<file path="src/rtl/core/rc_pkg.sv">
`default_nettype none

package rc_pkg;

  // Fixed field widths
  localparam int DATA_W = 16;              // Q1.15 signals and history
  localparam int WFRAC  = DATA_W - 2;      // Q2.14 weights: fraction bits
  localparam int ERR_W  = DATA_W + 1;      // reference - feedback, no saturation
  localparam int OPD_W  = DATA_W + 1;      // multiplier operand width
  localparam int PROD_W = 2 * OPD_W;       // full product width
  localparam int ACC_W  = 24;              // six truncated products summed
  localparam int LEN_CFG_W = 10;
  localparam int LIM_W  = 15;
  localparam int POS_W  = 16;

  typedef logic signed [DATA_W-1:0] data_t;
  typedef logic signed [ERR_W-1:0]  err_t;
  typedef logic signed [OPD_W-1:0]  opd_t;
  typedef logic signed [PROD_W-1:0] prod_t;
  typedef logic signed [ACC_W-1:0]  acc_t;

  // Configuration register indexes
  typedef enum logic [2:0] {
    REG_HISTORY_LENGTH = 3'd0,
    REG_LEAD_STEPS     = 3'd1,
    REG_GAIN           = 3'd2,
    REG_WEIGHT_CENTER  = 3'd3,
    REG_WEIGHT_NEAR    = 3'd4,
    REG_WEIGHT_FAR     = 3'd5,
    REG_ACCUM_LIMIT    = 3'd6,
    REG_OUT_LIMIT      = 3'd7
  } cfg_reg_t;

  typedef struct packed {
    logic [LEN_CFG_W-1:0] history_length;
    logic [LEN_CFG_W-1:0] lead_steps;
    data_t                gain;
    data_t                weight_center;
    data_t                weight_near;
    data_t                weight_far;
    logic [LIM_W-1:0]     accum_limit;
    logic [LIM_W-1:0]     out_limit;
  } cfg_t;

  // Shared multiplier operand selection
  typedef enum logic [2:0] {
    OP_INDEX,
    OP_GAIN,
    OP_CENTER,
    OP_NEAR,
    OP_FAR
  } mac_op_t;

  typedef struct packed {
    mac_op_t op;
    logic    acc_clr;
    logic    acc_add;
  } mac_ctl_t;

  // Sequencer states
  typedef enum logic [3:0] {
    ST_CLEAR,
    ST_IDLE,
    ST_INDEX,
    ST_CHECK,
    ST_MAC,
    ST_FINAL,
    ST_WRITE,
    ST_LEAD,
    ST_DONE
  } state_t;

  // Symmetric saturation to +-lim
  function automatic data_t clamp_sym(input acc_t v, input logic [LIM_W-1:0] lim);
    acc_t pos_lim;
    acc_t neg_lim;
    pos_lim = acc_t'({1'b0, lim});
    neg_lim = -pos_lim;
    if (v > pos_lim) begin
      return pos_lim[DATA_W-1:0];
    end else if (v < neg_lim) begin
      return neg_lim[DATA_W-1:0];
    end
    return v[DATA_W-1:0];
  endfunction

endpackage

`default_nettype wire

</file>
<file path="src/rtl/core/rc_cfg.sv">
`default_nettype none

module rc_cfg (
  input  wire logic                      clk,
  input  wire logic                      rst,
  input  wire logic                      cfg_we,
  input  wire logic [2:0]                cfg_index,
  input  wire logic [rc_pkg::DATA_W-1:0] cfg_data,
  output rc_pkg::cfg_t                   cfg
);
  import rc_pkg::*;

  // Register file, reset to the documented defaults
  always_ff @(posedge clk) begin
    if (rst) begin
      cfg.history_length <= LEN_CFG_W'(512);
      cfg.lead_steps     <= '0;
      cfg.gain           <= '0;
      cfg.weight_center  <= data_t'(16384);
      cfg.weight_near    <= '0;
      cfg.weight_far     <= '0;
      cfg.accum_limit    <= '1;
      cfg.out_limit      <= '1;
    end else if (cfg_we) begin
      unique case (cfg_reg_t'(cfg_index))
        REG_HISTORY_LENGTH: cfg.history_length <= cfg_data[LEN_CFG_W-1:0];
        REG_LEAD_STEPS:     cfg.lead_steps     <= cfg_data[LEN_CFG_W-1:0];
        REG_GAIN:           cfg.gain           <= cfg_data;
        REG_WEIGHT_CENTER:  cfg.weight_center  <= cfg_data;
        REG_WEIGHT_NEAR:    cfg.weight_near    <= cfg_data;
        REG_WEIGHT_FAR:     cfg.weight_far     <= cfg_data;
        REG_ACCUM_LIMIT:    cfg.accum_limit    <= cfg_data[LIM_W-1:0];
        REG_OUT_LIMIT:      cfg.out_limit      <= cfg_data[LIM_W-1:0];
      endcase
    end
  end

endmodule

`default_nettype wire

</file>
<file path="config.mk">
export PLATFORM = sky130hd
export DESIGN_NAME = rc_cfg
export DESIGN_NICKNAME = d
export VERILOG_FILES = /design/src/rtl/core/rc_pkg.sv /design/src/rtl/core/rc_cfg.sv
export SDC_FILE = /design/constraint.sdc
export NUM_CORES = 1
export LEC_CHECK = 0
export BUFFER_PORTS_ARGS = -buffer_cell sky130_fd_sc_hd__buf_2
export CORE_UTILIZATION = 35
export CTS_CLUSTER_DIAMETER = 120
export DETAILED_ROUTE_END_ITERATION = 12
export GPL_ROUTABILITY_DRIVEN = 0
export MAX_ROUTING_LAYER = met4
export PLACE_DENSITY = 0.67
export SETUP_SLACK_MARGIN = 0.02
export SYNTH_ARGS = -nofsm -noshare
export SYNTH_HDL_FRONTEND = slang
export SYNTH_SLANG_ARGS = --single-unit
</file>
<file path="constraint.sdc">
create_clock -name clk -period 1.2 [get_ports clk]
set_input_delay 0.12 -clock clk [delete_from_list [all_inputs] [get_ports clk]]
set_output_delay 0.12 -clock clk [all_outputs]
set_load 0.02 [all_outputs]
</file>
# After elaboration in Yosys (flattened, before gate mapping)
# Index checks and enable logic that the tools add are counted.
# classes
reduce_logical	9
n_eq_ne	7
# ops
operator	count
$reduce_and A2 Y1	8
$eq A3 B3 Y1 const B	4
$eq A3 B2 Y1 const B	2
$eq A3 B1 Y1 const B	1
$logic_not A3 Y1	1
# word_totals
elab_cells	24
regBits	114
in_bits	22

# Longest topological paths before layout
# logic_depth
word_depth	2
mapped_depth	5
ltp_nobuf	2

# Worst setup path after synthesis
# OpenSTA, ideal clock, no wires.
# synth_path
path_kind	in2reg
start	input port cfg_index[0]
end	register cfg[104] in the netlist's numbering
setup_slack_ps	57
arrival_ps	1020
setup_ps	124
cell_stages	4
n_path_buf	2
cell_sequence	buf_6 > or4b_4 > buf_6 > mux2i_1
# synth_via
elab_chain_len	2
# synth_lines
item	line_no	text
start, declared	rc_cfg.sv:7	input wire logic [2:0] cfg_index,
$logic_not A3 Y1	rc_cfg.sv:25	unique case (cfg_reg_t'(cfg_index))
$reduce_and A2 Y1 (no line)	--	
end, declared	rc_cfg.sv:9	output rc_pkg::cfg_t cfg
# Every way passes these cells.
# A chain may end at the register's enable or synchronous reset.

# Worst setup path in the final report
# layout_path
start	register cfg[80] in the netlist's numbering
end	output port cfg[80] in the netlist's numbering
# No word-level cell between the ends.

==> impl_metrics.csv <==
group,metric,value,unit
synthesis,ys_ff_latch,114,
global_route,met3_usage,5.59,%
status,status,"complete, no violations",
timing,finalSetupTns,0,ns
synthesis,postSynthCellCount,413,
critical_path,cp_slowest_stage_delay,0.36,ns
routing,wl_per_cell,15.0,um
critical_path,reg2reg_slack,0.58,ns
final_layout,largest_register_ffs,114,
timing,max_freq,954,MHz
global_route,grt.met2_usage,27.1,%
placed_design,dp_slack,0.000652,ns
clock_tree,cts_tree,"done",
min_path,hold_path_end,"cfg[6]$_SDFFE_PP1P_",
clock_tree,clkTransAtPathRegs,0.05,ns
timing,period_share,87.3,%
critical_path,critPathKind,"flip-flop to output pin",
critical_path,reg2reg_from,"cfg[27]$_SDFFE_PP1P_",
routing,dr.pass1.iters,4,
placed_design,placed_area,5430,sq um
global_route,grt_util_met1,22.4,%
clock_tree,clk_latency,0.40,ns
floorplan,die-area,13200,sq um
critical_path,cp_slowest_cell,"dfxtp_1",
timing,period_needed,1.05,ns
timing,tightest_slew,0.348,ns
power_and_ir_drop,p_clk_share,52.8,%
global_route,grt_usage,17.9,%
placed_design,dp_cells,704,
clock_tree,cts_max_path_buffers,2,
timing,fin_skew,0,ns
timing,rsz0062_at_grt,"false",
clock_tree,cts_resized,0,
routing,wl,11.1,mm
power_and_ir_drop,p_comb_share,7.0,%
floorplan,core,12200,sq um
timing,relSlewSlack,76.8,%
floorplan,rows,40,
critical_path,critPathLaunchType,"flip-flop",
final_layout,nNetsFinal,578,
timing,setup-violations-final,0,
power_and_ir_drop,p_int,0.00763,W
critical_path,crit_family,"flip-flops",
floorplan,die_y,115,um
final_layout,largestRegisters,"cfg: 114 flops",
synthesis,ys_seq_area_share,51.0,%
power_and_ir_drop,static-leakage-power,3.03,nW
final_layout,fin_util,49.6,%
final_layout,drive_gt1_share,32.7,%
critical_path,cp_max_fo,2,
timing,fin_ws,0.152,ns
routing,drtIter0Drc,118,
placed_design,hpwlAfterDp,8.01,mm
global_route,gr-total-overflow,0,
synthesis,yosys_warnings,0,
power_and_ir_drop,irDropWorstVdd,0.000794,V
run,max-cap-violations,0,
clock_tree,clockRootBuffer,"clkbuf_16",
critical_path,critPathRequiredTime,1.08,ns
clock_tree,postCtsHoldBufs,1,
routing,ant_nets,0,
min_path,worstHoldStart,"cfg_data[6]",
critical_path,cp-end-kind,"output pin",
routing,vias,3326,
critical_path,worstPathArrival,0.93,ns
final_layout,design_area,6060,sq um
clock_tree,ctsHtreeMaxLevel,4,
critical_path,ff2ff_path_depth,2,
power_and_ir_drop,power_density,1610,nW/um^2
global_route,antenna_found_initial,0,
floorplan,initial_utilization,36.6,%
final_layout,n_antenna_cell,0,
routing,viasPerCell,4.51,
final_layout,max_flop_register,"cfg",
critical_path,cp_num_buf_inv,1,
final_layout,syn2layout_area_growth,35.3,%
floorplan,boundaryPins,136,
global_route,top_usage_layer,"met2",
critical_path,worstPathCellList,"buf_2",
min_path,hp-class,"primary input to flip-flop",
synthesis,synth_nets,435,
global_route,grt_max_degree,39,
routing,drc,0,
final_layout,final_cells,737,
global_route,grt_pass1_vias,3367,
critical_path,reg2reg_to,"cfg[27]$_SDFFE_PP1P_",
global_route,grt_pass1_wl,17.2,mm
placed_design,portBuffers,135,
floorplan,die_x,115,um
power_and_ir_drop,p_sw_share,21.6,%
power_and_ir_drop,netSwitchingPower,0.00211,W
timing,hold_viol,0,
power_and_ir_drop,power_frac_seq,40.2,%
synthesis,synth.distinct_cells,15,
clock_tree,cts_made_buffers,17,
min_path,worstHoldPathCells,3,
clock_tree,cts.sinks,114,
clock_tree,post_cts_buffers,0,
synthesis,synthesis.area,4470,sq um
timing,maxSlewViolCount,0,
synthesis,syn_avg_cell_area,10.8,sq um
critical_path,worstSetupStartpoint,"cfg[80]$_SDFFE_PP0P_",
## layout by cell type (no fill, tap or decap)
master	synthesis	final
mux2i_1	114	114
nand4bb_1	2	2
or4b_4	1	1
nand4_2	1	1
and4bb_1	1	1
buf_4	5	13
clkbuf_16	0	17
clkinv_2	0	3
dfxtp_1	114	114
nor2_1	47	47
buf_2	10	134
clkbuf_1	14	2
and4b_1	1	1
clkinvlp_4	0	3
buf_12	0	7
nand2b_1	98	98
nor4bb_1	1	1
clkbuf_8	0	4
nand4b_1	2	2
dlygate4sd3_1	0	1
bufinv_16	0	3
## worst max path at each step
stage                       endpoint  slack, ns  cells after the start
3_5_place_dp   cfg[112]$_SDFFE_PP0P_     0.0007                      3
4_1_cts                      cfg[80]       0.13                      1
5_1_grt                      cfg[61]       0.10                      1
3_3_place_gp   cfg[112]$_SDFFE_PP0P_       0.02                      3
6_report                     cfg[80]       0.15                      1
2_1_floorplan  cfg[104]$_SDFFE_PP0P_       0.06                      4
## synth_stat cells (all sizes together)
cell     number  area (sq um)
clkbuf       14          52.6
nor4bb        1          10.0
nor2         47           176
or4b          1          13.8
nand4b        2          17.5
and4b         1          10.0
nand2b       98           613
and4bb        1          12.5
nand4bb       2          22.5
buf          17           110
mux2i       114          1140
dfxtp       114          2280
nand4         1          12.5
## layout make-up
cell class              instances  area [sq um]
clock buffers                  23           488
fillers                      1165          6160
well taps                     168           210
clock inverters                 9           128
flip-flops and latches        114          2280
repair buffers                155           918
multi-input cells             268          2030
## kinds of logic (layout without fill, tap and decap cells)
family | Yosys count | in the layout | share of synthesized area, %
simple gates | 154 | 154 | 19.9
mux | 114 | 114 | 25.5
flops | 114 | 114 | 51.0
buf+inv | 31 | 187 | 3.64
## routing by layer
layer | wire length [um] | vias to the layer above | part of all wire, %
met5 | 0 | - | 0
met4 | 116 | 0 | 1.0
met3 | 691 | 11 | 6.3
met2 | 4920 | 93 | 45
met1 | 5320 | 1570 | 48
li1 | - | 1652 | -
## power groups by stage
stage / sequential [W] / clock (W) / combinational, W
4_1_cts: 0.00392 / 0.00524 / 0.000685
2_1_floorplan: 0.00410 / 0 / 0.000314
3_5_place_dp: 0.00400 / 0 / 0.000681
5_1_grt: 0.00392 / 0.00543 / 0.000731
6_report: 0.00392 / 0.00514 / 0.000677
3_3_place_gp: 0.00399 / 0 / 0.000668
## per-stage QoR
stage               hold slack (ns)  power [W]
floorplan                     0.291    0.00441
global placement              0.401    0.00466
detailed placement            0.422    0.00468
CTS                         0.00198    0.00984
global route                 0.0165     0.0101
finish                       0.0138    0.00974
Power figures use the tool's default switching activity.
