$ cat src/rtl/core/rc_pkg.sv
`default_nettype none

package rc_pkg;

  // Fixed field widths
  localparam int DATA_W = 16;              // Q1.15 signals and history
  localparam int WFRAC  = DATA_W - 2;      // Q2.14 weights: fraction bits
  localparam int ERR_W  = DATA_W + 1;      // reference - feedback, no saturation
  localparam int OPD_W  = DATA_W + 1;      // multiplier operand width
  localparam int PROD_W = 2 * OPD_W;       // full product width
  localparam int ACC_W  = 24;              // six truncated products summed
  localparam int LEN_CFG_W = 10;
  localparam int LIM_W  = 15;
  localparam int POS_W  = 16;

  typedef logic signed [DATA_W-1:0] data_t;
  typedef logic signed [ERR_W-1:0]  err_t;
  typedef logic signed [OPD_W-1:0]  opd_t;
  typedef logic signed [PROD_W-1:0] prod_t;
  typedef logic signed [ACC_W-1:0]  acc_t;

  // Configuration register indexes
  typedef enum logic [2:0] {
    REG_HISTORY_LENGTH = 3'd0,
    REG_LEAD_STEPS     = 3'd1,
    REG_GAIN           = 3'd2,
    REG_WEIGHT_CENTER  = 3'd3,
    REG_WEIGHT_NEAR    = 3'd4,
    REG_WEIGHT_FAR     = 3'd5,
    REG_ACCUM_LIMIT    = 3'd6,
    REG_OUT_LIMIT      = 3'd7
  } cfg_reg_t;

  typedef struct packed {
    logic [LEN_CFG_W-1:0] history_length;
    logic [LEN_CFG_W-1:0] lead_steps;
    data_t                gain;
    data_t                weight_center;
    data_t                weight_near;
    data_t                weight_far;
    logic [LIM_W-1:0]     accum_limit;
    logic [LIM_W-1:0]     out_limit;
  } cfg_t;

  // Shared multiplier operand selection
  typedef enum logic [2:0] {
    OP_INDEX,
    OP_GAIN,
    OP_CENTER,
    OP_NEAR,
    OP_FAR
  } mac_op_t;

  typedef struct packed {
    mac_op_t op;
    logic    acc_clr;
    logic    acc_add;
  } mac_ctl_t;

  // Sequencer states
  typedef enum logic [3:0] {
    ST_CLEAR,
    ST_IDLE,
    ST_INDEX,
    ST_CHECK,
    ST_MAC,
    ST_FINAL,
    ST_WRITE,
    ST_LEAD,
    ST_DONE
  } state_t;

  // Symmetric saturation to +-lim
  function automatic data_t clamp_sym(input acc_t v, input logic [LIM_W-1:0] lim);
    acc_t pos_lim;
    acc_t neg_lim;
    pos_lim = acc_t'({1'b0, lim});
    neg_lim = -pos_lim;
    if (v > pos_lim) begin
      return pos_lim[DATA_W-1:0];
    end else if (v < neg_lim) begin
      return neg_lim[DATA_W-1:0];
    end
    return v[DATA_W-1:0];
  endfunction

endpackage

`default_nettype wire

$ cat src/rtl/core/rc_mac.sv
`default_nettype none

module rc_mac #(
  parameter int LW = 10
) (
  input  wire logic                     clk,
  input  wire rc_pkg::mac_ctl_t         ctl,
  input  wire rc_pkg::cfg_t             cfg,
  input  wire logic [rc_pkg::POS_W-1:0] pos,
  input  wire rc_pkg::err_t             err,
  input  wire logic [LW-1:0]            len,
  input  wire rc_pkg::data_t            rdata,
  output rc_pkg::prod_t                 prod,
  output rc_pkg::acc_t                  acc
);
  import rc_pkg::*;

  opd_t opa;
  opd_t opb;
  acc_t prod_sh;

  // Operand select for the shared multiplier
  always_comb begin
    unique case (ctl.op)
      OP_INDEX: begin
        opa = opd_t'({1'b0, pos});
        opb = opd_t'(len);
      end
      OP_GAIN: begin
        opa = err;
        opb = opd_t'(cfg.gain);
      end
      OP_CENTER: begin
        opa = opd_t'(rdata);
        opb = opd_t'(cfg.weight_center);
      end
      OP_NEAR: begin
        opa = opd_t'(rdata);
        opb = opd_t'(cfg.weight_near);
      end
      OP_FAR: begin
        opa = opd_t'(rdata);
        opb = opd_t'(cfg.weight_far);
      end
      default: begin
        opa = '0;
        opb = '0;
      end
    endcase
  end

  // Drop the weight fraction bits: arithmetic shift floors toward -inf
  assign prod_sh = acc_t'(signed'(prod[PROD_W-1:WFRAC]));

  // Registered product, then accumulate
  always_ff @(posedge clk) begin
    prod <= opa * opb;
    if (ctl.acc_clr) begin
      acc <= '0;
    end else if (ctl.acc_add) begin
      acc <= acc + prod_sh;
    end
  end

endmodule

`default_nettype wire

$ cat config.mk
export PLATFORM = sky130hd
export DESIGN_NAME = rc_mac
export DESIGN_NICKNAME = d
export VERILOG_FILES = /design/src/rtl/core/rc_pkg.sv /design/src/rtl/core/rc_mac.sv
export SDC_FILE = /design/constraint.sdc
export NUM_CORES = 1
export LEC_CHECK = 0
export ABC_CLOCK_PERIOD_IN_PS = 8530
export BUFFER_PORTS_ARGS = -buffer_cell sky130_fd_sc_hd__buf_2
export CORE_UTILIZATION = 57
export DETAILED_ROUTE_END_ITERATION = 7
export PLACE_DENSITY = 0.78
export SYNTH_ARGS = -nofsm -noshare
export SYNTH_HDL_FRONTEND = slang
export SYNTH_SLANG_ARGS = --single-unit
export TNS_END_PERCENT = 1
$ cat constraint.sdc
create_clock -name clk -period 8.53 [get_ports clk]
set_input_delay 0.853 -clock clk [delete_from_list [all_inputs] [get_ports clk]]
set_output_delay 0.853 -clock clk [all_outputs]
set_load 0.03 [all_outputs]
# After elaboration in Yosys (flattened, before gate mapping)
# Cells that the tools add are included.
[word_totals] reg_bits=58 input_bits=179 wordCells=12
[classes] muxes=2 eq_ne=4 multipliers=1 addsub=1 reduce_logical=2
[op_table] cell="one-hot mux 17 bit (5 select lines)" n=1
[op_table] cell="one-hot mux 17 bit (3 select lines)" n=1
[op_table] cell="multiplier 17 x 17 -> 34 bit" n=1
[op_table] cell="adder 24 x 20 -> 24 bit" n=1
[op_table] cell="== test 3 x 2 -> 1 bit (second input constant)" n=2
[op_table] cell="== test 3 x 1 -> 1 bit (second input constant)" n=1
[op_table] cell="== test 3 bit (second input constant)" n=1
[op_table] cell="logical NOT 3 bit" n=1
[op_table] cell="OR reduction 3 bit" n=1

# Logic depth before layout (Yosys ltp)
[logic_depth] depth_word=4 mapped_depth=32 ltp_nobuf=28

# Worst setup path before layout
# Ideal clock, no wire load.
[synth_timing] path_type="in2reg" startpoint="in ctl[2] in the netlist's numbering" endpoint="reg prod[32]" required_time_ns=8.407 arrival_time_ns=7.427 setup_time_ns=0.123 setup_slack_ns=0.979 path_buffers=4 stages=27 path_cell_list="buf_2 buf_2 buf_2 mux2i_1 o22a_1 clkbuf_1 nor2_1 fa_1 inv_1 fa_1 fa_1 fa_1 inv_1 fa_1 inv_1 fa_1 inv_1 ha_1 a21oi_1 nor2b_1 o21ai_0 nand2b_1 a21oi_1 nor3_1 a2111oi_4 a21oi_1 xor2_1"
[synth_via] elab_chain_cells=4 elab_cells_between_ends=9 cone_classes="mul (1); eq/ne (4); mux (2); reduce/logical (2)"
[synth_rtl] item="start, declared" line="rc_mac.sv:7" rtl="input wire rc_pkg::mac_ctl_t ctl,"
[synth_rtl] item="== test 3 bit or == test 3 x 2 -> 1 bit (tied branches)" line="rc_mac.sv:24" rtl="unique case (ctl.op)"
[synth_rtl] item="OR reduction 3 bit (no line)"
[synth_rtl] item="one-hot mux 17 bit (3 select lines)" line="rc_mac.sv:24"
[synth_rtl] item="multiplier 17 x 17 -> 34 bit (*)" line="rc_mac.sv:57" rtl="prod <= opa * opb;"
[synth_rtl] item="end signal, assigned" line="rc_mac.sv:57"
[synth_rtl] item="end, declared" line="rc_mac.sv:13" rtl="output rc_pkg::prod_t prod,"
# Every way passes the cells marked *; elsewhere a longest branch is shown, timed or not.
# A chain may end at the register's enable or synchronous reset.

# Final worst setup path
[layout_timing] startpoint="in ctl[2] in the netlist's numbering" endpoint="reg prod[33]"
# Same word-level chain as after synthesis.

==> Implementation_results.wiki <==
{| class="wikitable"
! Metric !! Value
|-
| Run status || complete, no violations
|-
| Placed Area || between 15000 and 20000 um2
|-
| Largest cells by area after synthesis || sky130_fd_sc_hd__fa_1, sky130_fd_sc_hd__ha_1, sky130_fd_sc_hd__dfxtp_1
|-
| Type of origin of the critical path || input pin
|-
| Start point of the worst hold path || acc[20]
|-
| Setup repair after global routing missed its margin || false
|-
| Fraction of synthesis flops using an asynchronous set or reset pin || 0%
|-
| Arrival time worst endpoint || 8.15 ns
|-
| Count of unique library cells instantiated by Yosys || 61
|-
| Avg Vias per Cell || 5.57
|-
| Die Height || approximately 160 um
|-
| Final weighted congestion in routability-driven placement || 0.926
|-
| Required time of the worst setup path || 8.79 ns
|-
| Number of buffers created by CTS || 9
|-
| Number of failing hold endpoints at the final stage || 0
|-
| Cell area after synthesis || between 10000 and 15000 um2
|-
| Buffers added on ports || roughly 190
|-
| Via count || 11.8k
|-
| Clock latency of the later-clocked register in the worst-skew pair || 0.34 ns
|-
| Initial drt markers || 698
|-
| Count of flip-flops with a built-in enable after synthesis || 0
|-
| Worst-case headroom to the max-slew limit || a little under two fifths
|-
| Final global-route overflow total || 0
|-
| Synth Register Bits || slightly below 60
|-
| Class of the most critical setup path || input pin to register
|-
| Number of I/O pins || 237
|-
| Final Core Density || 65.5%
|-
| Synth-to-Final Area Change || 12.4%
|-
| Worst Max-Slew Pin Slew || 0.936 ns
|-
| Count of fill cells added during filler insertion || 2019
|-
| Clock tree from TritonCTS || built
|-
| Cell at the root of the clock tree || sky130_fd_sc_hd__clkbuf_16
|-
| Final-layout setup total negative slack || 0 ns
|-
| Dominant synthesized flop cell || sky130_fd_sc_hd__dfxtp_1
|-
| Initial cell density of the core || 58.3%
|-
| Width of the die || 160 um
|-
| Clock-pin slew on the worst setup and hold paths || 0.06 ns
|-
| Final instance area || 16000 um2
|-
| Worst r2r dst || acc[22]
|-
| Via count of the first global-routing pass || 12.6k
|-
| Maximum resistive drop on vdd || 0.238 mV
|-
| Highest clock frequency the design can meet || about 0.13 GHz
|-
| Fin nets || 2368
|-
| Number of warning messages in the yosys log || 0
|-
| Cell count of the worst reg-to-reg path || 12
|-
| Routed wire length || roughly 36000 um
|-
| Register-to-Register Setup Slack || 5.53 ns
|-
| Critical R2R Launch || acc[0]
|-
| CTS H-tree lvls || 3
|-
| Remaining design rule violation count || 0
|-
| Number of buffers on the longest clock path || 2
|-
| Global-route wire length before repair || 60100 um
|-
| Final critical-path share of the clock period || between 90 and 100%
|-
| Number of iterations in the first detailed-routing pass || 5
|-
| Synth Area per Inst || a little under 9 um2
|-
| GRT Overall Usage || 29.6%
|-
| Sink Count || 58
|-
| Max-Cap Viols || 0
|-
| Cell leakage power || 8.35 nW
|-
| Yosys top cell area share || between 40% and 50%
|-
| Worst-case clock skew || 0.0100 ns
|-
| Cts hold-fix bufs || 0
|-
| Library cell occupying the most area in the post-synthesis netlist || sky130_fd_sc_hd__fa_1
|-
| Post-synthesis cell count || 1601
|-
| Final Slew Violations || 0
|-
| Placement row count || 57
|-
| Number of nets with antenna violations after routing || 0
|-
| Terminating pin of the worst hold path || acc[20]
|-
| Type of the tightest min-delay check || register to register
|-
| Minimum period implied by the final worst setup slack || 7.89 ns
|-
| Total power divided by cell area || 296 nW/um2
|-
| Antenna fix cells || 0
|-
| Most common cell after layout, fill and taps aside || sky130_fd_sc_hd__fa_1
|-
| Die area || 25600 um2
|-
| Post-CTS repair timing setup buffer count || 0
|-
| Highest-count cells in the layout ignoring fill and taps || sky130_fd_sc_hd__fa_1, sky130_fd_sc_hd__inv_1, sky130_fd_sc_hd__nor2_1, sky130_fd_sc_hd__buf_2, sky130_fd_sc_hd__nand2_1
|-
| Average detailed-routed wire length per instance || 17.0 um
|-
| Number of gates given a new drive strength after cts || 0
|-
| Estimated wirelength of the detail-placed design || 30400 um
|-
| Synth Net Count || 2185
|-
| Critical path capture point type || register
|-
| Critical-path maximum fanout || 18
|-
| Largest net degree at the start of global routing || 30
|-
| Overall power after layout || between 4 and 5 mW
|-
| Core Footprint || 24400 um2
|-
| Setup violations, final || 0
|-
| Portion of the post-synthesis area used by sequential elements || 8.16%
|-
| Number of antenna violations at the first check in global routing || 0
|-
| Fraction of layout instances using a drive strength above 1 || 15.3%
|-
| Number of stages on the worst hold path || 2
|}
-- critical path, stage by stage --
cell and delay [ns]:
sky130_fd_sc_hd__buf_2 0.36, sky130_fd_sc_hd__nor2_1 0.14, sky130_fd_sc_hd__and2_1 0.26, sky130_fd_sc_hd__or2_2 0.40, sky130_fd_sc_hd__nand2_1 0.12, sky130_fd_sc_hd__o21a_1 0.33, sky130_fd_sc_hd__nor2_1 0.10, sky130_fd_sc_hd__fa_1 0.51
sky130_fd_sc_hd__inv_1 0.06, sky130_fd_sc_hd__fa_1 0.57, sky130_fd_sc_hd__fa_1 0.47, sky130_fd_sc_hd__fa_1 0.55, sky130_fd_sc_hd__inv_1 0.05, sky130_fd_sc_hd__fa_1 0.49, sky130_fd_sc_hd__fa_1 0.42, sky130_fd_sc_hd__ha_1 0.33
sky130_fd_sc_hd__nand3_1 0.13, sky130_fd_sc_hd__nor4_1 0.06, sky130_fd_sc_hd__a311oi_1 0.45, sky130_fd_sc_hd__a32oi_1 0.32, sky130_fd_sc_hd__o211ai_2 0.31, sky130_fd_sc_hd__a31oi_1 0.16, sky130_fd_sc_hd__a311o_1 0.40, sky130_fd_sc_hd__a21oi_2 0.15
sky130_fd_sc_hd__xor2_1 0.18
-- worst max path at each step --
stage	startpoint	endpoint	slack, ns	depth (start not counted)
after floorplan	ctl[2]	prod[32]	0.98	27
after global placement	ctl[2]	prod[33]	0.44	24
after detailed placement	ctl[3]	prod[33]	0.30	24
final	ctl[2]	prod[33]	0.64	25
after global routing	ctl[3]	prod[32]	0.18	26
after CTS	ctl[3]	prod[33]	0.64	24
-- metal layers --
layer	vias to the layer above	wire, um	global-route usage, %
met2	448	18300	52.7
met5	-	0	0
met1	5860	14200	36.9
met3	124	1910	2.39
li1	5328	-	-
met4	0	1550	12.9
-- synth_stat cells, types with 7 or more instances --
cell / instances
sky130_fd_sc_hd__dfxtp_1: 58
sky130_fd_sc_hd__o21ai_1: 9
sky130_fd_sc_hd__nor2b_1: 14
sky130_fd_sc_hd__o21ai_0: 36
sky130_fd_sc_hd__a21oi_1: 58
sky130_fd_sc_hd__a21o_1: 18
sky130_fd_sc_hd__mux2i_1: 48
sky130_fd_sc_hd__nand3_1: 8
sky130_fd_sc_hd__inv_1: 297
sky130_fd_sc_hd__ha_1: 107
sky130_fd_sc_hd__or2_2: 10
sky130_fd_sc_hd__nor3_1: 8
sky130_fd_sc_hd__buf_2: 7
sky130_fd_sc_hd__nand2_1: 124
sky130_fd_sc_hd__a22oi_1: 7
sky130_fd_sc_hd__xor2_1: 17
sky130_fd_sc_hd__o21a_1: 29
sky130_fd_sc_hd__a211oi_1: 8
sky130_fd_sc_hd__clkbuf_1: 49
sky130_fd_sc_hd__fa_1: 298
sky130_fd_sc_hd__nand2b_1: 25
sky130_fd_sc_hd__xnor2_1: 39
sky130_fd_sc_hd__nor2_1: 247
-- cell families after synthesis --
logic type,share of synthesized area (%)
AO/OA/AOI/OAI,9.46
XOR/XNOR,3.45
adder cells (fa/ha/maj),51.4
buffers and inverters,9.54
flip-flops,8.16
multiplexers,4.17
AND/OR/NAND/NOR,13.9
-- state kept, by name, summed over array words and instances (netlist names) --
name,cells
acc,24
prod,34
-- area by class of cell --
type | count | area (um2) | share of cell area (%)
Inverter | 298 | 1120 | 7.00
Tap cell | 324 | 405 | 2.54
Clock buffer | 12 | 256 | 1.61
Clock inverter | 4 | 50.0 | 0.313
Timing Repair Buffer | 233 | 1280 | 8.03
Multi-Input combinational cell | 1184 | 11700 | 73.2
Sequential cell | 58 | 1160 | 7.27
-- report_power, final --
part	switching [mW]	internal, mW	total (mW)
clock	0.138	0.242	0.380
sequential	0.0872	0.436	0.523
combinational	2.24	1.59	3.83
total	2.47	2.27	4.73
-- per-stage QoR --
step | instances | hold WS (ns) | setup slack [ns]
floorplan | 1601 | 0.593 | 0.979
global placement | 2097 | 0.471 | 0.442
detailed placement | 2097 | 0.480 | 0.297
CTS | 2113 | 0.488 | 0.635
global route | 2113 | 0.514 | 0.180
finish | 2113 | 0.484 | 0.635
(Power assumes the default switching activity.)
