[config.mk]
export PLATFORM = sky130hd
export DESIGN_NAME = rc_seq_flat
export DESIGN_NICKNAME = d
export VERILOG_FILES = /design/src/rtl/core/rc_pkg.sv /design/src/rtl/core/rc_in_if.sv /design/src/rtl/core/rc_out_if.sv /design/src/rtl/core/rc_seq.sv /design/src/flat_wrapper.sv
export SDC_FILE = /design/constraint.sdc
export NUM_CORES = 1
export LEC_CHECK = 0
export ABC_AREA = 1
export BUFFER_PORTS_ARGS = -buffer_cell sky130_fd_sc_hd__buf_4
export CAP_MARGIN = 10
export CORE_ASPECT_RATIO = 1.75
export CORE_UTILIZATION = 45
export CTS_BUF_LIST = sky130_fd_sc_hd__clkbuf_8
export DETAILED_ROUTE_END_ITERATION = 10
export PLACE_DENSITY = 0.72
export SLEW_MARGIN = 20
export SYNTH_ARGS = -nofsm -noshare
export SYNTH_HDL_FRONTEND = slang
export SYNTH_SLANG_ARGS = --single-unit
[constraint.sdc]
create_clock -name clk -period 7.4 [get_ports clk]
set_clock_uncertainty 0.1 [all_clocks]
set_input_delay 0.74 -clock clk [delete_from_list [all_inputs] [get_ports clk]]
set_output_delay 0.74 -clock clk [all_outputs]
set_load 0.05 [all_outputs]
[src/rtl/core/rc_pkg.sv]
`default_nettype none

package rc_pkg;

  // Fixed field widths
  localparam int DATA_W = 16;              // Q1.15 signals and history
  localparam int WFRAC  = DATA_W - 2;      // Q2.14 weights: fraction bits
  localparam int ERR_W  = DATA_W + 1;      // reference - feedback, no saturation
  localparam int OPD_W  = DATA_W + 1;      // multiplier operand width
  localparam int PROD_W = 2 * OPD_W;       // full product width
  localparam int ACC_W  = 24;              // six truncated products summed
  localparam int LEN_CFG_W = 10;
  localparam int LIM_W  = 15;
  localparam int POS_W  = 16;

  typedef logic signed [DATA_W-1:0] data_t;
  typedef logic signed [ERR_W-1:0]  err_t;
  typedef logic signed [OPD_W-1:0]  opd_t;
  typedef logic signed [PROD_W-1:0] prod_t;
  typedef logic signed [ACC_W-1:0]  acc_t;

  // Configuration register indexes
  typedef enum logic [2:0] {
    REG_HISTORY_LENGTH = 3'd0,
    REG_LEAD_STEPS     = 3'd1,
    REG_GAIN           = 3'd2,
    REG_WEIGHT_CENTER  = 3'd3,
    REG_WEIGHT_NEAR    = 3'd4,
    REG_WEIGHT_FAR     = 3'd5,
    REG_ACCUM_LIMIT    = 3'd6,
    REG_OUT_LIMIT      = 3'd7
  } cfg_reg_t;

  typedef struct packed {
    logic [LEN_CFG_W-1:0] history_length;
    logic [LEN_CFG_W-1:0] lead_steps;
    data_t                gain;
    data_t                weight_center;
    data_t                weight_near;
    data_t                weight_far;
    logic [LIM_W-1:0]     accum_limit;
    logic [LIM_W-1:0]     out_limit;
  } cfg_t;

  // Shared multiplier operand selection
  typedef enum logic [2:0] {
    OP_INDEX,
    OP_GAIN,
    OP_CENTER,
    OP_NEAR,
    OP_FAR
  } mac_op_t;

  typedef struct packed {
    mac_op_t op;
    logic    acc_clr;
    logic    acc_add;
  } mac_ctl_t;

  // Sequencer states
  typedef enum logic [3:0] {
    ST_CLEAR,
    ST_IDLE,
    ST_INDEX,
    ST_CHECK,
    ST_MAC,
    ST_FINAL,
    ST_WRITE,
    ST_LEAD,
    ST_DONE
  } state_t;

  // Symmetric saturation to +-lim
  function automatic data_t clamp_sym(input acc_t v, input logic [LIM_W-1:0] lim);
    acc_t pos_lim;
    acc_t neg_lim;
    pos_lim = acc_t'({1'b0, lim});
    neg_lim = -pos_lim;
    if (v > pos_lim) begin
      return pos_lim[DATA_W-1:0];
    end else if (v < neg_lim) begin
      return neg_lim[DATA_W-1:0];
    end
    return v[DATA_W-1:0];
  endfunction

endpackage

`default_nettype wire

[src/rtl/core/rc_in_if.sv]
`default_nettype none

interface rc_in_if;
  import rc_pkg::*;

  logic               valid;
  logic               ready;
  logic [POS_W-1:0]   sampling_position;
  data_t              reference;
  data_t              feedback;

  modport source (output valid, output sampling_position, output reference,
                  output feedback, input ready);
  modport sink   (input valid, input sampling_position, input reference,
                  input feedback, output ready);
endinterface

`default_nettype wire

[src/rtl/core/rc_out_if.sv]
`default_nettype none

interface rc_out_if;
  import rc_pkg::*;

  logic  valid;
  logic  ready;
  data_t drive;
  logic  updated;

  modport source (output valid, output drive, output updated, input ready);
  modport sink   (input valid, input drive, input updated, output ready);
endinterface

`default_nettype wire

[src/rtl/core/rc_seq.sv]
`default_nettype none

module rc_seq #(
  parameter int MAX_HISTORY = 512,
  parameter int IW = $clog2(MAX_HISTORY),
  parameter int LW = $clog2(MAX_HISTORY + 1)
) (
  input  wire logic                     clk,
  input  wire logic                     rst,
  input  wire rc_pkg::cfg_t             cfg,
  rc_in_if.sink                         sample,
  rc_out_if.source                      result,
  output rc_pkg::mac_ctl_t              mac_ctl,
  output logic [rc_pkg::POS_W-1:0]      pos,
  output rc_pkg::err_t                  err,
  output logic [LW-1:0]                 len,
  input  wire rc_pkg::prod_t            prod,
  input  wire rc_pkg::acc_t             acc,
  output logic                          ram_we,
  output logic [IW-1:0]                 ram_waddr,
  output rc_pkg::data_t                 ram_wdata,
  output logic [IW-1:0]                 ram_raddr,
  input  wire rc_pkg::data_t            ram_rdata
);
  import rc_pkg::*;

  localparam int XW = LW + 2;

  state_t         state, state_next;
  logic [IW-1:0]  clr_cnt;
  logic [2:0]     step;
  logic [IW-1:0]  idx;
  logic [IW-1:0]  last_index;
  logic [IW-1:0]  lead_addr;
  data_t          held;
  data_t          wval;
  logic           upd;

  logic [LW-1:0]  lead;
  logic [15:0]    hl16;
  logic [15:0]    ld16;
  logic [IW-1:0]  new_idx;
  logic [IW-1:0]  tap_addr;
  logic signed [XW-1:0] tap_off;
  data_t          wval_c;
  data_t          held_c;
  logic           out_load;

  // Wrap an index in [-2, 2*len] onto [0, len-1]
  function automatic logic [IW-1:0] wrap_idx(input logic signed [XW-1:0] x,
                                             input logic [LW-1:0] l);
    logic signed [XW-1:0] t;
    logic signed [XW-1:0] ls;
    ls = signed'(XW'(l));
    t = x;
    if (t < 0) t = t + ls;
    if (t < 0) t = t + ls;
    if (t >= ls) t = t - ls;
    if (t >= ls) t = t - ls;
    return t[IW-1:0];
  endfunction

  // Effective length and lead
  assign hl16 = 16'(cfg.history_length);
  assign ld16 = 16'(cfg.lead_steps);
  always_comb begin
    if (hl16 == '0) begin
      len = LW'(1);
    end else if (hl16 > 16'(MAX_HISTORY)) begin
      len = LW'(MAX_HISTORY);
    end else begin
      len = hl16[LW-1:0];
    end
    lead = (ld16 > 16'(len)) ? len : ld16[LW-1:0];
  end

  // Index from the registered phase * length product
  assign new_idx = prod[16 +: IW];

  // Filter tap offsets: center, +1, -1, +2, -2
  always_comb begin
    case (step)
      3'd1:    tap_off = XW'(1);
      3'd2:    tap_off = -XW'(1);
      3'd3:    tap_off = XW'(2);
      3'd4:    tap_off = -XW'(2);
      default: tap_off = '0;
    endcase
  end
  assign tap_addr = wrap_idx(signed'(XW'(idx)) + tap_off, len);

  assign wval_c   = clamp_sym(acc, cfg.accum_limit);
  assign held_c   = clamp_sym(acc_t'(held), cfg.out_limit);
  assign out_load = (state == ST_DONE) && (!result.valid || result.ready);

  // State register
  always_ff @(posedge clk) begin
    if (rst) begin
      state <= ST_CLEAR;
    end else begin
      state <= state_next;
    end
  end

  // Next state and control
  always_comb begin
    state_next   = state;
    sample.ready = 1'b0;
    mac_ctl.op      = OP_GAIN;
    mac_ctl.acc_clr = 1'b0;
    mac_ctl.acc_add = 1'b0;
    ram_we    = 1'b0;
    ram_waddr = idx;
    ram_wdata = wval_c;
    ram_raddr = tap_addr;
    unique case (state)
      ST_CLEAR: begin
        ram_we    = 1'b1;
        ram_waddr = clr_cnt;
        ram_wdata = '0;
        if (clr_cnt == IW'(MAX_HISTORY - 1)) state_next = ST_IDLE;
      end
      ST_IDLE: begin
        sample.ready = 1'b1;
        if (sample.valid) state_next = ST_INDEX;
      end
      ST_INDEX: begin
        mac_ctl.op = OP_INDEX;
        state_next = ST_CHECK;
      end
      ST_CHECK: begin
        state_next = (new_idx == last_index) ? ST_DONE : ST_MAC;
      end
      ST_MAC: begin
        mac_ctl.acc_clr = (step == 3'd0);
        mac_ctl.acc_add = (step != 3'd0);
        case (step)
          3'd0:         mac_ctl.op = OP_GAIN;
          3'd1:         mac_ctl.op = OP_CENTER;
          3'd2, 3'd3:   mac_ctl.op = OP_NEAR;
          default:      mac_ctl.op = OP_FAR;
        endcase
        if (step == 3'd5) state_next = ST_FINAL;
      end
      ST_FINAL: begin
        mac_ctl.acc_add = 1'b1;
        state_next      = ST_WRITE;
      end
      ST_WRITE: begin
        ram_we     = 1'b1;
        ram_raddr  = lead_addr;
        state_next = ST_LEAD;
      end
      ST_LEAD: begin
        state_next = ST_DONE;
      end
      ST_DONE: begin
        if (out_load) state_next = ST_IDLE;
      end
      default: state_next = ST_CLEAR;
    endcase
  end

  // Control counters and history state
  always_ff @(posedge clk) begin
    if (rst) begin
      clr_cnt    <= '0;
      step       <= '0;
      last_index <= '0;
      held       <= '0;
      upd        <= 1'b0;
    end else begin
      if (state == ST_CLEAR) clr_cnt <= clr_cnt + 1'b1;
      if (state == ST_MAC) begin
        step <= step + 3'd1;
      end else begin
        step <= '0;
      end
      if (state == ST_CHECK) begin
        upd <= (new_idx != last_index);
        last_index <= new_idx;
      end
      if (state == ST_LEAD) held <= (lead_addr == idx) ? wval : ram_rdata;
      if (out_load) held <= held_c;
    end
  end

  // Transaction payload and working registers
  always_ff @(posedge clk) begin
    if (sample.valid && sample.ready) begin
      pos <= sample.sampling_position;
      err <= err_t'(sample.reference) - err_t'(sample.feedback);
    end
    if (state == ST_CHECK) begin
      idx       <= new_idx;
      lead_addr <= wrap_idx(signed'(XW'(new_idx)) + signed'(XW'(lead)), len);
    end
    if (state == ST_WRITE) wval <= wval_c;
  end

  // Output register
  always_ff @(posedge clk) begin
    if (rst) begin
      result.valid <= 1'b0;
    end else if (out_load) begin
      result.valid <= 1'b1;
    end else if (result.ready) begin
      result.valid <= 1'b0;
    end
  end

  always_ff @(posedge clk) begin
    if (out_load) begin
      result.drive   <= held_c;
      result.updated <= upd;
    end
  end

  // Checks
  data_t alim_s;
  data_t olim_s;
  assign alim_s = data_t'({1'b0, cfg.accum_limit});
  assign olim_s = data_t'({1'b0, cfg.out_limit});

  a_write_in_range: assert property (@(posedge clk) disable iff (rst)
    (state == ST_WRITE) |-> (idx < IW'(len) || LW > IW))
    else $error("history write index beyond effective length");

  a_write_saturated: assert property (@(posedge clk) disable iff (rst)
    (state == ST_WRITE) |-> (wval_c <= alim_s && wval_c >= -alim_s))
    else $error("history write not saturated to accum_limit");

  a_drive_clamped: assert property (@(posedge clk) disable iff (rst)
    out_load |=> (result.drive <= olim_s && result.drive >= -olim_s))
    else $error("drive not clamped to out_limit");

  a_no_accept_busy: assert property (@(posedge clk) disable iff (rst)
    (sample.valid && sample.ready) |=> (state == ST_INDEX && !sample.ready))
    else $error("transaction accepted while busy");

  a_mac_steps: assert property (@(posedge clk) disable iff (rst)
    (state == ST_MAC && step == 3'd5) |=> (state == ST_FINAL))
    else $error("filter sequence overran");

endmodule

`default_nettype wire

[src/flat_wrapper.sv]
// flat-port wrapper written by rule: the top's interface ports become plain ports
module rc_seq_flat import rc_pkg::*;
#(
  parameter int MAX_HISTORY = 512,
  parameter int IW = $clog2(MAX_HISTORY),
  parameter int LW = $clog2(MAX_HISTORY + 1)
)
  (clk, rst, cfg, mac_ctl, pos, err, len, prod, acc, ram_we, ram_waddr, ram_wdata, ram_raddr, ram_rdata, sample_valid, sample_sampling_position, sample_reference, sample_feedback, sample_ready, result_valid, result_drive, result_updated, result_ready);
  rc_in_if sample_i ();
  rc_out_if result_i ();
  input  wire logic clk;
  input  wire logic rst;
  input  wire rc_pkg::cfg_t cfg;
  output rc_pkg::mac_ctl_t mac_ctl;
  output logic [rc_pkg::POS_W-1:0] pos;
  output rc_pkg::err_t err;
  output logic [LW-1:0] len;
  input  wire rc_pkg::prod_t prod;
  input  wire rc_pkg::acc_t acc;
  output logic ram_we;
  output logic [IW-1:0] ram_waddr;
  output rc_pkg::data_t ram_wdata;
  output logic [IW-1:0] ram_raddr;
  input  wire rc_pkg::data_t ram_rdata;
  input wire logic [$bits(sample_i.valid)-1:0] sample_valid;
  input wire logic [$bits(sample_i.sampling_position)-1:0] sample_sampling_position;
  input wire logic [$bits(sample_i.reference)-1:0] sample_reference;
  input wire logic [$bits(sample_i.feedback)-1:0] sample_feedback;
  output wire logic [$bits(sample_i.ready)-1:0] sample_ready;
  output wire logic [$bits(result_i.valid)-1:0] result_valid;
  output wire logic [$bits(result_i.drive)-1:0] result_drive;
  output wire logic [$bits(result_i.updated)-1:0] result_updated;
  input wire logic [$bits(result_i.ready)-1:0] result_ready;
  assign sample_i.valid = sample_valid;
  assign sample_i.sampling_position = sample_sampling_position;
  assign sample_i.reference = sample_reference;
  assign sample_i.feedback = sample_feedback;
  assign sample_ready = sample_i.ready;
  assign result_valid = result_i.valid;
  assign result_drive = result_i.drive;
  assign result_updated = result_i.updated;
  assign result_i.ready = result_ready;
  rc_seq #(.MAX_HISTORY(MAX_HISTORY), .IW(IW), .LW(LW)) u_core (.clk(clk), .rst(rst), .cfg(cfg), .sample(sample_i), .result(result_i), .mac_ctl(mac_ctl), .pos(pos), .err(err), .len(len), .prod(prod), .acc(acc), .ram_we(ram_we), .ram_waddr(ram_waddr), .ram_wdata(ram_wdata), .ram_raddr(ram_raddr), .ram_rdata(ram_rdata));
endmodule
Yosys cells after proc, flatten, opt, wreduce, memory -nomap -nowiden
Index checks and enable logic that the tools add are counted.

Register bits after elaboration: 127. Bits of input ports: 240. Output and inout port bits: 102. Logic and storage cells: 124.

$add $sub $neg: 15. Order comparisons: 14. Eq/ne operators: 21. Muxes and demuxes: 45. Bitwise gates (word level): 1. Reductions and logical operators: 14.

Operators with widths (count): two-way mux 16 bit (10); two-way mux 12 bit (9); >= comparator 12 x 11 -> 1 bit (4); < comparator 12 x 1 -> 1 bit (second input constant) (4); negator 15 -> 24 bit (2); one-hot mux 12 bit (4 select lines) (1); adder 12 x 11 -> 12 bit (3); two-way mux 9 bit (4); one-hot mux 4 bit (9 select lines) (1); two-way mux 10 bit (3); greater-than comparator 24 x 16 -> 1 bit (1); < comparator 16 x 24 -> 1 bit (1); < comparator 24 bit (1); subtractor 12 x 11 -> 12 bit (2); two-way mux 4 bit (5); equality test 9 bit (2); subtractor 9 bit (2); subtractor 16 x 16 -> 17 bit (1); equality test 4 x 3 -> 1 bit (second input constant) (4); greater-than comparator 16 bit (1); zero test 16 bit (1); adder 10 x 12 -> 12 bit (1); adder 11 x 10 -> 12 bit (1); adder 9 x 10 -> 11 bit (1); other kinds (28) (45).

Longest topological paths before layout
Gate-level depths: netlist of run 1.

Word-level depth: 17. Mapped depth: 59. Gate-level depth less buffers: 59.

Least setup slack after synthesis of run 1
OpenSTA, ideal clock, no wires.

Path kind: input to register. Start point: input port cfg[104] in the netlist's numbering. End point: register u_core.lead_addr[0], data pin. Setup time: 254 ps. Arrival: 8468 ps. Required time: 7046 ps. Path slack: -1422 ps. Cell stages on the path: 43. Path buffers: 2. Cells stage by stage: nor4_1 -> nand4_1 -> inv_1 -> nor2_1 -> nor2_1 -> inv_1 -> ha_1 -> nand3_1 -> or4_1 -> nand2_1 -> clkbuf_1 -> o21ai_0 -> ha_1 -> a21oi_1 -> o21ai_1 -> a21o_1 -> a21oi_1 -> nor2_1 -> [7 not listed] -> or4_1 -> nand3_1 -> buf_2 -> nand2_1 -> o21ai_1 -> ha_1 -> inv_1 -> fa_1 -> nand2_1 -> nand2_1 -> nand2_1 -> o211ai_1 -> a41o_1 -> a21o_1 -> a21oi_1 -> nand3_1 -> nand3b_1 -> nand2_1.

Cells in the longest elaborated chain, start to end: 17. Elaborated cells on any way between the ends: 22. Those cells by class: 5 x add/sub; 6 x order compare; 10 x mux; 1 x reduce/logical.

Ends and longest elaborated chain: start, declared (line flat_wrapper.sv:13) `input wire rc_pkg::cfg_t cfg;`; greater-than comparator 10 bit (line rc_seq.sv:69) `end else if (hl16 > 16'(MAX_HISTORY)) begin`; two-way mux 10 bit (line rc_seq.sv:69); two-way mux 10 bit (*) (line rc_seq.sv:67) `if (hl16 == '0) begin`; named net len[7] (line flat_wrapper.sv:17) `output logic [LW-1:0] len;`; greater-than comparator 10 bit (line rc_seq.sv:74) `lead = (ld16 > 16'(len)) ? len : ld16[LW-1:0];`; two-way mux 10 bit (line rc_seq.sv:74); adder 9 x 10 -> 11 bit (line rc_seq.sv:196) `lead_addr <= wrap_idx(signed'(XW'(new_idx)) + signed'(XW'(lead)), len);`; adder 11 x 10 -> 12 bit or < comparator 12 x 1 -> 1 bit (tied branches) (line rc_seq.sv:56) `if (t < 0) t = t + ls;`; [2 not listed]; adder 12 x 11 -> 12 bit or < comparator 12 x 1 -> 1 bit (tied branches) (line rc_seq.sv:57) `if (t < 0) t = t + ls;`; two-way mux 12 bit (line rc_seq.sv:57); two-way mux 12 bit (line rc_seq.sv:194) `if (state == ST_CHECK) begin`; subtractor 12 x 11 -> 12 bit or >= comparator 12 x 11 -> 1 bit (tied branches) (line rc_seq.sv:58) `if (t >= ls) t = t - ls;`; two-way mux 12 bit (line rc_seq.sv:58); two-way mux 12 bit (line rc_seq.sv:194); >= comparator 12 x 11 -> 1 bit or subtractor 9 bit (tied branches) (line rc_seq.sv:59) `if (t >= ls) t = t - ls;`; two-way mux 9 bit (*) (line rc_seq.sv:59); end signal, assigned (line rc_seq.sv:196); end, declared (line rc_seq.sv:34) `logic [IW-1:0] lead_addr;`.

The timed path passes the listed nets; every way through them passes the cells marked *. The select of a mux whose other input is x is not followed. A chain may end at the register's enable or synchronous reset.

Worst setup path after layout of run 1
Start point: register u_core.step[1]. End point: output port ram_raddr[2].

Cells in the longest elaborated chain, start to end: 12. Elaborated cells on any way between the ends: 19. Those cells by class: 5 x add/sub; 4 x order compare; 4 x eq/ne; 6 x mux.

Ends and longest elaborated chain: start, declared (line rc_seq.sv:31) `logic [2:0] step;`; start signal, assigned (line rc_seq.sv:175) `step <= step + 3'd1;`; equality test 3 bit, or another cell as far along (line rc_seq.sv:82) `case (step)`; one-hot mux 12 bit (4 select lines) (*) (line rc_seq.sv:82); adder 10 x 12 -> 12 bit (*) (line rc_seq.sv:90) `assign tap_addr = wrap_idx(signed'(XW'(idx)) + tap_off, len);`; adder 12 x 11 -> 12 bit or < comparator 12 x 1 -> 1 bit (tied branches) (line rc_seq.sv:56); two-way mux 12 bit (*) (line rc_seq.sv:56); adder 12 x 11 -> 12 bit or < comparator 12 x 1 -> 1 bit (tied branches) (line rc_seq.sv:57); two-way mux 12 bit (*) (line rc_seq.sv:57); subtractor 12 x 11 -> 12 bit or >= comparator 12 x 11 -> 1 bit (tied branches) (line rc_seq.sv:58); two-way mux 12 bit (*) (line rc_seq.sv:58); >= comparator 12 x 11 -> 1 bit or subtractor 9 bit (tied branches) (line rc_seq.sv:59); two-way mux 9 bit (*) (line rc_seq.sv:59); two-way mux 9 bit (*) (line rc_seq.sv:116) `unique case (state)`; end, declared (line flat_wrapper.sv:23) `output logic [IW-1:0] ram_raddr;`.

Every way passes the cells marked *; elsewhere a longest branch is shown, timed or not.

==> impl_summary.log, run 1 <==
INFO  metric worstMarginPinSlew = 0.891 ns
INFO  metric irDropWorstVdd = 0.000142 V
INFO  metric cts_buffer_depth = 2
INFO  metric route.met2.wl = 27.1 mm
INFO  metric max_cap_viol_count = 0
INFO  metric fin_setup_tns = -15.27 ns
INFO  metric regToRegStartpoint = u_core.held[3]
INFO  metric critical_path.endpoint_type = output pin
INFO  metric report.final.setup_viol = 18
INFO  metric yosysUniqueCellTypes = 66
INFO  metric fp.dieArea = 31500 um2
INFO  metric start_kind = flip-flop
INFO  metric critPathMaxFanout = 5
INFO  metric global_route_wire_length_before_repair = 77.0 mm
INFO  metric post-route-drc-count = 0
INFO  metric worst-endpoint-required = 6.56 ns
INFO  metric rsz_0062_raised_after_global_routing = true
INFO  metric period_needed = 8.82 ns
INFO  metric hp-start = u_core.upd
INFO  metric fillers = 2339
INFO  metric core = 30200 um2
INFO  metric power_leakage = 10.4 nW
INFO  metric rows = 84
INFO  metric cpMostUsedCell = nand2_2
INFO  metric layout-area-overhead-vs-synth = 49.3%
INFO  metric area_used_by_multi_input_combinational_logic = 10400 um2
INFO  metric flops_latches_synth = 127
INFO  metric route.layer.met1.wl = 16.7 mm
INFO  metric dr_wl_met3 = 2.62 mm
INFO  metric holdWs = 0.350 ns
INFO  metric die_h = 234 um
INFO  metric pin_count = 342
INFO  metric post_synth_inst_count = 1929
INFO  metric largest_net_degree_at_the_start_of_global_routing = 46
INFO  metric final_common_cell = buf_4
INFO  metric outcome = complete, but fails checks
INFO  metric critical_path.slowest_cell = dfxtp_4
INFO  metric final_cell_mix = 587 x buf_4, 346 x nand2_1, 280 x inv_1
INFO  metric cts_buffers = 17
INFO  metric final_layout_size_suffix_gt1_share = 36.9%
INFO  metric chipWidth = 135 um
INFO  metric final_total_pwr = 3.75 mW
INFO  metric pre_cts_ws = -1.33 ns
INFO  metric globalRoute.totalOverflow = 0
INFO  metric violations = setup timing
INFO  metric grt_use_total = 31.6%
INFO  metric register_area = 3390 um2
INFO  metric maxSlewViolCount = 0
INFO  metric finalNetCount = 2955
INFO  metric drt-pass1-iter-count = 6
INFO  metric async_sr_flop_fraction = 0%
INFO  metric worst_ep_arrival = 7.98 ns
INFO  metric detail_route.iter0.violations = 785
INFO  metric ant_nets = 0
INFO  metric globalplace.congestion = 0.984
INFO  metric synth.area.top_cells = edfxtp_1 18%, ha_1 16%, nand2_1 11%, inv_1 8.1%, dfxtp_1 6.2%
INFO  metric synth_nets = 2359
INFO  metric yosysWarnings = 0
INFO  metric max_freq = 113 MHz
INFO  metric synth_top_flop_cell = edfxtp_1
INFO  metric yosysSeqAreaShare = 24.5%
INFO  metric criticalPathCategory = flip-flop to output pin
INFO  metric routed_wl = 51.4 mm
INFO  metric clk_latency = 0.47 ns
INFO  metric numPortBuffers = 252
INFO  metric clockRootBuffer = clkbuf_8
INFO  metric worst_setup_hold_path_clk_slew = 0.08 ns
INFO  metric drt-wirelength-per-cell = 17.6 um
INFO  metric vias = 15951
INFO  metric worst_slew_margin_rel = 40.3%
INFO  metric detailed_place_hpwl = 39.3 mm
INFO  metric mappedNetlistArea = 13800 um2
INFO  metric crit_path_start = u_core.step[1]
INFO  metric tritoncts = built
INFO  metric number_of_global_route_vias_before_repair = 16055
INFO  metric critical-path-max-stage-delay = 0.40 ns
INFO  metric fin_ws = -1.42 ns
INFO  metric start_util = 45.8%
INFO  metric synthDominantAreaCellType = edfxtp_1
INFO  metric grt_antenna_before_repair = 1
INFO  metric htreeDepth = 4
INFO  metric worstHoldPathType = flip-flop to flip-flop
INFO  metric synth_area_per_cell = 7.17 um2
INFO  metric cts_num_sinks = 127
INFO  metric finalHoldViolCount = 0
INFO  metric pwr_density_cell = 182 nW/um2
INFO  metric viasPerCell = 5.45
INFO  metric synth_edf_count = 84
INFO  metric maxUsedRoutingLayer = met4
INFO  metric yosys.area.top_type_share = 18.2%
INFO  metric timing.final.crit_share = 119%
-- where the power goes --
| group | total [mW] | switching [mW] | leakage, nW | internal, mW |
|---|---|---|---|---|
| clock | 0.647 | 0.287 | 0.216 | 0.359 |
| sequential | 0.823 | 0.0128 | 1.11 | 0.811 |
| combinational | 2.28 | 1.23 | 9.06 | 1.05 |
| total | 3.75 | 1.53 | 10.4 | 2.22 |
-- worst paths after layout --
path	end	slack [ns]	cells after the start
setup / recovery	ram_raddr[2]	-1.42	52
hold / removal	u_core.result.updated	0.35	0
setup reg to reg	u_core.held[8]	3.56	13
hold reg to reg	u_core.result.updated	0.35	0
-- per-stage QoR --
step	utilization (%)	area, um2	cells
final	68.4	20600	2928
after floorplan	-	14300	1929
after detailed placement	61.3	18500	2801
after global placement	61.3	18500	2801
after CTS	66.1	19900	2897
after global routing	68.4	20600	2926
-- state kept, by name, summed over array words and instances, names as in the netlist --
name,cells
u_core.clr_cnt,9
u_core.err,17
u_core.held,16
u_core.idx,9
u_core.last_index,9
u_core.lead_addr,9
u_core.pos,16
u_core.result.drive,16
u_core.result.updated,1
u_core.result.valid,1
u_core.state,4
u_core.step,3
u_core.upd,1
u_core.wval,16
-- cell type report --
| type | instances | area share (%) |
|---|---|---|
| well taps | 387 | 2.35 |
| clock buffers | 17 | 1.13 |
| multi-input cells | 1459 | 50.6 |
| clock inverters | 15 | 0.867 |
| inverters | 310 | 5.80 |
| repair buffers | 610 | 22.8 |
| diodes | 3 | 0.0364 |
| flip-flops and latches | 127 | 16.4 |
-- Yosys cell counts, types with 16 or more instances --
| cell type | n |
|---|---|
| nand2_1 | 396 |
| xnor2_1 | 21 |
| clkbuf_1 | 26 |
| nand2_2 | 16 |
| nor2_1 | 145 |
| o21ai_0 | 109 |
| xor2_1 | 84 |
| inv_1 | 299 |
| a21oi_1 | 152 |
| nand4_1 | 41 |
| edfxtp_1 | 84 |
| dfxtp_1 | 43 |
| nor3_1 | 25 |
| ha_1 | 181 |
| nand3_1 | 92 |
| and2_1 | 17 |
-- worst max-delay path: cells and delay by family, from the launching register on --
family	cells	cell delay (ns)
and+or+nand+nor	21	1.95
AOI/OAI and AO/OA	12	1.86
DFF	1	0.40
xor gates and xnor gates	3	0.62
buffers and inverters	9	0.91
adders and majority gates	7	1.76
-- kinds of logic after synthesis --
group                      after synthesis  share of synthesized area, %
muxes                                    8                         0.579
AOI/OAI and AO/OA                      359                          14.8
and+or+nand+nor                        792                          26.0
adders and majority gates              190                          17.7
DFF                                    127                          24.5
xor gates and xnor gates               106                          6.77
buffers and inverters                  347                          9.77
-- layer usage --
layer | GRT usage, % | up-vias
li1 | - | 7647
met5 | 0 | -
met2 | 60.2 | 663
met4 | 28.6 | 0
met1 | 29.0 | 7383
met3 | 3.87 | 258
-- repair_timing --
item	4_1_cts	5_1_grt
hold buffers	0	0
setup endpoints to repair	18	18
buffers inserted	61	29
pin swaps	95	70
cloned	4	0
gates resized for setup	138	97
Note: power is estimated with default switching activity, not from simulation.
==> run 2, diff against run 1 <==
PLACE_DENSITY = unset   (was 0.72)
PLACE_DENSITY_LB_ADDON = 0.3   (was unset)
==> impl_summary.log, run 2 (synthesized netlist as in run 1, its figures left out) <==
INFO  metric pin_count = 342
INFO  metric irDropWorstVdd = 0.000146 V
INFO  metric largest_net_degree_at_the_start_of_global_routing = 45
INFO  metric vias = 15640
INFO  metric outcome = complete, but fails checks
INFO  metric grt_antenna_before_repair = 0
INFO  metric route.layer.met1.wl = 16.5 mm
INFO  metric start_kind = flip-flop
INFO  metric worst-endpoint-required = 6.56 ns
INFO  metric worst_ep_arrival = 7.94 ns
INFO  metric cpMostUsedCell = nand2_4
INFO  metric fp.dieArea = 31500 um2
INFO  metric die_h = 234 um
INFO  metric cts_buffers = 17
INFO  metric worstMarginPinSlew = 0.970 ns
INFO  metric report.final.setup_viol = 18
INFO  metric timing.final.crit_share = 119%
INFO  metric drt-wirelength-per-cell = 17.2 um
INFO  metric rsz_0062_raised_after_global_routing = true
INFO  metric max_freq = 114 MHz
INFO  metric worst_setup_hold_path_clk_slew = 0.08 ns
INFO  metric finalNetCount = 2939
INFO  metric fin_ws = -1.38 ns
INFO  metric drt-pass1-iter-count = 5
INFO  metric critical_path.slowest_cell = dfxtp_4
INFO  metric global_route_wire_length_before_repair = 76.2 mm
INFO  metric power_frac_comb = 60.3%
INFO  metric internal_power = 2.18 mW
INFO  metric globalplace.congestion = 0.974
INFO  metric route.met2.wl = 26.7 mm
INFO  metric largest-register = u_core.err
INFO  metric globalRoute.totalOverflow = 0
INFO  metric rows = 84
INFO  metric clock_power_share = 17.8%
INFO  metric layout-area-overhead-vs-synth = 47.9%
INFO  metric maxUsedRoutingLayer = met4
INFO  metric htreeDepth = 4
INFO  metric path_delay_family = simple AND/OR/NAND/NOR gates
INFO  metric criticalPathCategory = flip-flop to output pin
INFO  metric post-route-cell-area = 20400 um2
INFO  metric critical-path-max-stage-delay = 0.38 ns
INFO  metric final_layout_size_suffix_gt1_share = 37.1%
INFO  metric final_common_cell = buf_4
INFO  metric ant_nets = 0
INFO  metric grt_use_total = 31.3%
INFO  metric critical_path.endpoint_type = output pin
INFO  metric maxSlewViolCount = 0
INFO  metric numPortBuffers = 252
INFO  metric clockRootBuffer = clkbuf_8
INFO  metric cts_num_sinks = 127
INFO  metric dr_wl_met3 = 2.18 mm
INFO  metric detailed_place_hpwl = 39.8 mm
INFO  metric seqPwrFrac = 21.9%
INFO  metric placed_cell_area = 18600 um2
INFO  metric pre_cts_ws = -1.27 ns
INFO  metric power_switching = 1.58 mW
INFO  metric tritoncts = built
INFO  metric post-route-drc-count = 0
INFO  metric number_of_global_route_vias_before_repair = 15951
INFO  metric period_needed = 8.78 ns
INFO  metric viasPerCell = 5.37
INFO  metric start_util = 45.8%
INFO  metric largest_register_ffs = 17
INFO  metric critPathMaxFanout = 7
INFO  metric power_leakage = 10.3 nW
INFO  metric max_cap_viol_count = 0
INFO  metric routed_wl = 50.1 mm
INFO  metric core = 30200 um2
INFO  metric pwr_density_cell = 184 nW/um2
INFO  metric worst_slew_margin_rel = 34.8%
INFO  metric switching_share = 41.9%
INFO  metric final_cell_mix = 575 x buf_4, 336 x nand2_1, 270 x inv_1
INFO  metric violations = setup timing
INFO  metric worstHoldPathType = flip-flop to flip-flop
INFO  metric path_buf_inv = 13
INFO  metric cts_buffer_depth = 2
INFO  metric hold_buffers = 0
INFO  metric clk_latency = 0.46 ns
INFO  metric final_core_util = 67.8%
INFO  metric chipWidth = 135 um
INFO  metric detail_route.iter0.violations = 693
INFO  metric finalHoldViolCount = 0
run 2: cell types whose count changed in the layout (fill, tap and decap cells not counted), moves of 4 or more:
cell	previous run	this run
buf_6	12	8
buf_4	587	575
nand2_2	44	52
clkinv_2	4	0
inv_2	19	28
nand2_1	346	336
inv_1	280	270
inv_6	1	8
run 2: final timing paths:
kind / slack [ns] / cells past startpoint / start / end
worst max register to register: 3.69 / 12 / u_core.held[15] / u_core.held[13]
worst max-delay path: -1.38 / 54 / u_core.step[0] / ram_raddr[5]
worst min-delay path: 0.35 / 0 / u_core.upd / u_core.result.updated
worst min register to register: 0.35 / 0 / u_core.upd / u_core.result.updated
run 2: final cells by class:
| cell class | count | area [um2] |
|---|---|---|
| timing repair buffer | 595 | 4600 |
| antenna | 1 | 2.50 |
| multi-input combinational | 1458 | 10400 |
| inverter | 310 | 1190 |
| clock buffer | 17 | 234 |
| clock inverter | 15 | 194 |
| sequential | 127 | 3390 |
| tap | 387 | 484 |
| fill | 2489 | 9710 |
run 2: power by group through the flow:
| stage | clock, mW | sequential, mW | combinational, mW |
|---|---|---|---|
| after floorplan | 0 | 0.882 | 1.13 |
| after global placement | 0 | 0.840 | 1.94 |
| after detailed placement | 0 | 0.840 | 1.98 |
| after CTS | 0.683 | 0.824 | 2.17 |
| after global routing | 0.707 | 0.825 | 2.45 |
| final | 0.670 | 0.823 | 2.27 |
run 2: through the flow:
step           setup TNS (ns)  hold WS, ns  power, mW  std cells
3_3_place_gp           -18.04        0.327       2.78       2806
5_1_grt                -21.51        0.321       3.98       2909
6_report               -13.71        0.348       3.76       2910
3_5_place_dp           -20.60        0.330       2.82       2806
4_1_cts                -12.08        0.321       3.68       2897
2_1_floorplan          -10.30        0.309       2.02       1929
run 2: routing by layer:
| metal | GRT usage (%) | vias to the layer above |
|---|---|---|
| met5 | 0 | - |
| met4 | 27.2 | 0 |
| met3 | 4.28 | 248 |
| met2 | 60.8 | 569 |
| met1 | 27.8 | 7190 |
| li1 | - | 7633 |
run 2: repair_timing:
action,in CTS,in global routing
setup buffers,56,12
gates cloned,3,0
pin swaps,86,79
endpoints found under the setup margin,18,18
gates resized for setup,129,105
